<file path="src/rtl/hipt_pkg.sv">
// ----------------------------------------------------------------------------
// hipt_pkg
// Shared types, codes and defaults for the hashed inverted page table.
// ----------------------------------------------------------------------------
package hipt_pkg;

  localparam int ENTRIES_DEF = 256;
  localparam int PID_W       = 12;
  localparam int PAGE_W      = 12;
  localparam int CNT_W       = 9;
  localparam int HASH_W      = 24;

  localparam logic [1:0] MODE_ALLOC   = 2'd0;
  localparam logic [1:0] MODE_LOOKUP  = 2'd1;
  localparam logic [1:0] MODE_RELEASE = 2'd2;

  localparam logic [1:0] ST_OK        = 2'd0;
  localparam logic [1:0] ST_NO_ROOM   = 2'd1;
  localparam logic [1:0] ST_NOT_FOUND = 2'd2;

  typedef struct packed {
    logic [1:0]        mode;
    logic [PID_W-1:0]  pid;
    logic [PAGE_W-1:0] page_number;
    logic [CNT_W-1:0]  page_count;
  } in_t;

  typedef struct packed {
    logic [1:0] status;
    logic [7:0] frame_index;
  } out_t;

  typedef struct packed {
    logic       load;
    logic       clr_wr;
    logic       idx_zero;
    logic       idx_inc;
    logic       rd;
    logic       own_chk;
    logic       page_init;
    logic       hash_direct;
    logic       hash_div;
    logic       hash_sum;
    logic       div_mod;
    logic       probe_raw;
    logic       probe_rem;
    logic       probe_adv;
    logic       alloc_wr;
    logic       rel_chk;
    logic       res_set;
    logic       res_frame;
    logic [1:0] res_status;
  } cmd_t;

  typedef struct packed {
    logic [1:0] mode;
    logic       idx_last;
    logic       room;
    logic       count_zero;
    logic       page_zero;
    logic       div_done;
    logic       h_over;
    logic       slot_free;
    logic       slot_match;
    logic       probe_end;
    logic       left_one;
  } sts_t;

endpackage

</file>
<file path="src/rtl/hipt_ctrl.sv">
// ----------------------------------------------------------------------------
// hipt_ctrl
// Controller: sequences clearing, counting, hashing, probing and release.
// ----------------------------------------------------------------------------
module hipt_ctrl (
  input  logic            clk,
  input  logic            rst,
  input  logic            start,
  input  hipt_pkg::sts_t  sts,
  output hipt_pkg::cmd_t  cmd,
  output logic            busy,
  output logic            done
);

  typedef enum logic [4:0] {
    S_CLEAR, S_IDLE, S_DISPATCH, S_OWN_RD, S_OWN_CHK, S_PAGE_INIT, S_HASH,
    S_HASH_DIV, S_HASH_MOD, S_MOD_WAIT, S_PROBE_RD, S_PROBE_CHK,
    S_REL_RD, S_REL_CHK, S_RESULT
  } state_t;

  state_t state, state_next;

  always_comb begin
    cmd        = '0;
    state_next = state;
    unique case (state)
      S_CLEAR: begin
        cmd.clr_wr  = 1'b1;
        cmd.idx_inc = 1'b1;
        if (sts.idx_last) state_next = S_IDLE;
      end
      S_IDLE: begin
        if (start) begin
          cmd.load   = 1'b1;
          state_next = S_DISPATCH;
        end
      end
      S_DISPATCH: begin
        unique case (sts.mode)
          hipt_pkg::MODE_ALLOC: begin
            if (!sts.room) begin
              cmd.res_set    = 1'b1;
              cmd.res_status = hipt_pkg::ST_NO_ROOM;
              state_next     = S_RESULT;
            end else if (sts.count_zero) begin
              cmd.res_set    = 1'b1;
              cmd.res_status = hipt_pkg::ST_OK;
              state_next     = S_RESULT;
            end else begin
              cmd.idx_zero = 1'b1;
              state_next   = S_OWN_RD;
            end
          end
          hipt_pkg::MODE_LOOKUP: state_next = S_HASH;
          hipt_pkg::MODE_RELEASE: begin
            cmd.idx_zero = 1'b1;
            state_next   = S_REL_RD;
          end
          default: begin
            cmd.res_set    = 1'b1;
            cmd.res_status = hipt_pkg::ST_OK;
            state_next     = S_RESULT;
          end
        endcase
      end
      S_OWN_RD: begin
        cmd.rd     = 1'b1;
        state_next = S_OWN_CHK;
      end
      S_OWN_CHK: begin
        cmd.own_chk = 1'b1;
        if (sts.idx_last) begin
          state_next = S_PAGE_INIT;
        end else begin
          cmd.idx_inc = 1'b1;
          state_next  = S_OWN_RD;
        end
      end
      S_PAGE_INIT: begin
        cmd.page_init = 1'b1;
        state_next    = S_HASH;
      end
      S_HASH: begin
        if (sts.page_zero) begin
          cmd.hash_direct = 1'b1;
          state_next      = S_HASH_MOD;
        end else begin
          cmd.hash_div = 1'b1;
          state_next   = S_HASH_DIV;
        end
      end
      S_HASH_DIV: begin
        if (sts.div_done) begin
          cmd.hash_sum = 1'b1;
          state_next   = S_HASH_MOD;
        end
      end
      S_HASH_MOD: begin
        if (sts.h_over) begin
          cmd.div_mod = 1'b1;
          state_next  = S_MOD_WAIT;
        end else begin
          cmd.probe_raw = 1'b1;
          state_next    = S_PROBE_RD;
        end
      end
      S_MOD_WAIT: begin
        cmd.probe_rem = 1'b1;
        state_next    = S_PROBE_RD;
      end
      S_PROBE_RD: begin
        cmd.rd     = 1'b1;
        state_next = S_PROBE_CHK;
      end
      S_PROBE_CHK: begin
        if (sts.mode == hipt_pkg::MODE_ALLOC) begin
          cmd.alloc_wr = 1'b1;
          if (sts.slot_free) begin
            if (sts.left_one) begin
              cmd.res_set    = 1'b1;
              cmd.res_status = hipt_pkg::ST_OK;
              state_next     = S_RESULT;
            end else begin
              state_next = S_HASH;
            end
          end else begin
            cmd.probe_adv = 1'b1;
            state_next    = S_PROBE_RD;
          end
        end else if (sts.slot_match) begin
          cmd.res_set    = 1'b1;
          cmd.res_frame  = 1'b1;
          cmd.res_status = hipt_pkg::ST_OK;
          state_next     = S_RESULT;
        end else if (sts.probe_end) begin
          cmd.res_set    = 1'b1;
          cmd.res_status = hipt_pkg::ST_NOT_FOUND;
          state_next     = S_RESULT;
        end else begin
          cmd.probe_adv = 1'b1;
          state_next    = S_PROBE_RD;
        end
      end
      S_REL_RD: begin
        cmd.rd     = 1'b1;
        state_next = S_REL_CHK;
      end
      S_REL_CHK: begin
        cmd.rel_chk = 1'b1;
        if (sts.idx_last) begin
          cmd.res_set    = 1'b1;
          cmd.res_status = hipt_pkg::ST_OK;
          state_next     = S_RESULT;
        end else begin
          cmd.idx_inc = 1'b1;
          state_next  = S_REL_RD;
        end
      end
      S_RESULT: state_next = S_IDLE;
      default:  state_next = S_IDLE;
    endcase
  end

  always_ff @(posedge clk) begin
    if (rst) begin
      state <= S_CLEAR;
      busy  <= 1'b1;
      done  <= 1'b0;
    end else begin
      state <= state_next;
      busy  <= (state_next != S_IDLE);
      done  <= (state_next == S_RESULT);
    end
  end

endmodule

</file>
<file path="config.mk">
export PLATFORM = sky130hd
export DESIGN_NAME = hipt_ctrl
export DESIGN_NICKNAME = d
export VERILOG_FILES = /design/src/rtl/hipt_pkg.sv /design/src/rtl/hipt_ctrl.sv
export SDC_FILE = /design/constraint.sdc
export NUM_CORES = 1
export LEC_CHECK = 0
export BUFFER_PORTS_ARGS = -buffer_cell sky130_fd_sc_hd__buf_4
export CAP_MARGIN = 10
export CORE_MARGIN = 2
export CORE_UTILIZATION = 50
export CTS_CLUSTER_SIZE = 30
export DETAILED_ROUTE_END_ITERATION = 8
export GPL_TIMING_DRIVEN = 0
export HOLD_SLACK_MARGIN = 0.05
export PLACE_DENSITY = 0.83
export SYNTH_ARGS = -nofsm -noshare
export SYNTH_HDL_FRONTEND = slang
export SYNTH_SLANG_ARGS = --single-unit
</file>
<file path="constraint.sdc">
create_clock -name clk -period 3.4 [get_ports clk]
set_input_delay 0.68 -clock clk [delete_from_list [all_inputs] [get_ports clk]]
set_output_delay 0.68 -clock clk [all_outputs]
set_load 0.02 [all_outputs]
</file>
Word level (Yosys, flattened, before mapping):

Index checks and enable logic that the tools add are counted.
W data, S select, Z words.

* bits in registers: 7
* output and inout port bits: 22

* reduce and logical (&&, ||, !) cells: 5
* muxes and demuxes: 63
* equal/unequal tests: 17

Operators with widths (count)
* $pmux W5 S14: 1
* $mux W1: 36
* $eq A5 B4 Y1 const B: 7
* $mux W5: 6
* $eq A5 B3 Y1 const B: 4
* $mux W2: 8
* $mux W4: 4
* $pmux W4 S3: 1
* $eq A5 B2 Y1 const B: 2
* $mux W3: 2
* $pmux W1 S2: 3
* $eq A5 B1 Y1 const B: 1
* $logic_not A5 Y1: 1
* $ne A5 B1 Y1 const B: 1
* $pmux W2 S2: 1
* $reduce_or A2 Y1: 2
* $pmux W1 S3: 1
* $reduce_or A3 Y1: 1
* $eq A2 B1 Y1 const B: 1
* $eq A2 B2 Y1 const B: 1
* $logic_not A2 Y1: 1

Logic depth before layout (Yosys ltp):

* depth after elaboration: 5
* depth in mapped cells: 8
* mapped depth without buffers: 7

Worst setup path after synthesis:

OpenSTA, ideal clock, no wires.

* kind: in2out
* from: in sts[10] in the netlist's numbering
* to: out cmd[1] in the netlist's numbering
* arrival time: 1.874 ns
* required time: 2.720 ns
* setup slack: 0.846 ns
* cell stages on the path: 4
* cells stage by stage: inv_1 -> ha_1 -> buf_2 -> nor4b_1

RTL lines
* from (decl): line hipt_ctrl.sv:9 `input hipt_pkg::sts_t sts,`
* to (decl): line hipt_ctrl.sv:10 `output hipt_pkg::cmd_t cmd,`

==> results.md <==
- Run status: finished clean
- Setup CP Type: input pin to output port
- N_diodes: 0
- Fin Setup TNS: 0 ps
- Maximum buffer depth of the clock tree: 2
- Total gr overflow: 0
- Register area: 140 sq um
- First-pass GRT wire length: 3950 um
- Worst rel slew slack: 0.624
- Clk root buf: clkbuf_4
- Pwr dens: 210 nW/um^2
- Top cell type's share of synthesized area: 0.162
- Syn nets: 138
- Most numerous cell in the Yosys netlist: nor2_1
- DP HPWL: 1880 um
- Starting Density: 0.518
- CTS tree: yes
- DR WL/cell: 13.2 um
- Hold buffers post-CTS: 0
- Synth warn: 0
- Final ANT Viol Nets: 0
- Tmin final: 2880 ps
- Seq/Total Area, Yosys: 0.162
- Detailed-route via count: 1023
- CP required: 2720 ps
- H-tree Lvls: 1
- Hold Path Class: input pin to flop
- Post_cts resized: 0
- Post-Syn Area: 866 sq um
- # DRC: 0
- Number of global-route vias before repair: 911
- Final period util: 0.846
- Post-route setup slack: 523 ps
- Synth cell types: 44
- Initial drt markers: 53
- Initial antenna violation count: 0
- Footprint of the multi-input gates: 641 sq um
- Top_reg_cell synth: dfxtp_1
- Clock skew: 1.77 ps
- CP max FO: 10
- Total Power: 249 uW
- Die Footprint: 2080 sq um
- # Max-Cap Violations: 0
- Mean Syn Cell Area: 7.22 sq um
- Crit path launch type: input pin
- Synth area leaders: dfxtp_1, nor2_1, ha_1
- Worst setup EP type: output port
- Proportion of layout cells with a drive suffix above 1: 0.338
- Final setup violation count: 0
- RD Place Congestion: 0.948
- Post-Route WL: 2330 um
- Number of I/O pins: 37
- Synth cell count leaders: nor2_1, dfxtp_1, inv_1, nand2_1
- # port buffers: 36
- Async set-reset flop share out of synthesis: 0
- Number of synthesized flops with an enable pin: 0
- DRT Pass-1 Iters: 5
- Maximum number of pins on one net before global-route repair: 11
- Setup Buffers After CTS: 0
- Vias per std cell: 5.78
- RSZ-0062 raised after global routing: false
- Static leakage: 0.000535 uW
- Dominant cell type by area after synthesis: dfxtp_1
- Synth Register Bits: 7
- Worst path arrival time: 2200 ps
- Die width: 45.6 um
- Core Region: 1670 sq um
- Synth-to-layout area growth: 36.7%
- Max IR drop VDD: 0.258 mV
- Fmax: 348 MHz
- CTS sink cnt: 7
- Post-layout net count: 179
- Cell count after synthesis: 120
- Hold Fails Final Rpt: 0
- Total GRT Usage: 0.251
- Number of buffers created by CTS: 3
- Worst skew pair latency: 250 ps
- Rows: 15
- Chip Height: 45.6 um
- Pre-CTS setup slack: 515 ps
- Filler cell count: 150
- Worst-Margin Slew: 559 ps
- Max-slew violation count: 0
- Worst-path clk slew: 50 ps
area by class of cell:
type / instances / share of cell area
plain buffers: 8 / 0.0433
clock buffers: 4 / 0.0222
inverters: 9 / 0.0285
multi-input cells: 96 / 0.541
flip-flops and latches: 7 / 0.118
well taps: 17 / 0.0180
repair buffers: 36 / 0.228
critical path: stages:
cell and delay, ps:
buf_4 110, inv_1 70, ha_1 180, buf_2 230, inv_1 90, or2_1 270
o21ai_0 90, nor2_1 60, a211o_1 270, buf_4 160
layer usage:
| metal | GRT usage | routed length [um] | share of wire | vias to the layer above |
|---|---|---|---|---|
| met5 | 0 | 0 | 0 | - |
| met4 | 0.0294 | 4 | 0.0017 | 0 |
| met3 | 0.0357 | 155 | 0.067 | 2 |
| met2 | 0.451 | 1150 | 0.49 | 51 |
| met1 | 0.323 | 1020 | 0.44 | 459 |
| li1 | - | - | - | 511 |
worst paths after layout:
kind              cells after the start                start  slack (ps)                   to
hold / removal                        2                  rst         630  state[0]$_SDFF_PP0_
setup reg to reg                      7  state[0]$_SDFF_PP0_        1580      busy$_SDFF_PP1_
hold reg to reg                       3  state[2]$_SDFF_PP0_         750  state[2]$_SDFF_PP0_
setup / recovery                     10              sts[10]         520               cmd[3]
through the flow:
step | cells | instance area [sq um] | utilization | hold slack [ps]
3_3_place_gp | 173 | 1160 | 0.693 | 712
4_1_cts | 177 | 1180 | 0.709 | 624
5_1_grt | 177 | 1180 | 0.709 | 622
3_5_place_dp | 173 | 1160 | 0.693 | 720
6_report | 177 | 1180 | 0.709 | 630
2_1_floorplan | 120 | 866 | - | 635
cells in the final DEF, fill, tap and decap left out, types with 5 or more instances in the layout:
cell,netlist,final
nand2b_1,6,6
buf_4,2,38
a21oi_1,5,5
nor2b_1,5,5
buf_2,5,5
nand2_1,7,7
nor3_1,6,6
dfxtp_1,7,7
nor2_1,17,17
inv_1,7,7
flip-flops by register name, indices dropped and copies added, names as in the netlist:
signal and flops:
state 5, done 1, busy 1
kinds of logic (layout without fill, tap and decap cells):
kind of cell	after synthesis	in the layout	share of synthesized area
and+or+nand+nor	64	64	0.431
other	1	1	0.00433
adders and majority gates	3	3	0.0434
AOI/OAI and AO/OA	26	26	0.240
xor gates and xnor gates	1	1	0.0101
buffers and inverters	17	57	0.0983
DFF	7	7	0.162
muxes	1	1	0.0116
power by group:
| group | switching (uW) | internal, uW |
|---|---|---|
| Clock | 27.9 | 44.6 |
| Combinational | 48.3 | 39.0 |
| Sequential | 2.64 | 86.1 |
| Total | 78.8 | 170 |
No activity file was read; power rests on OpenSTA's default activity.
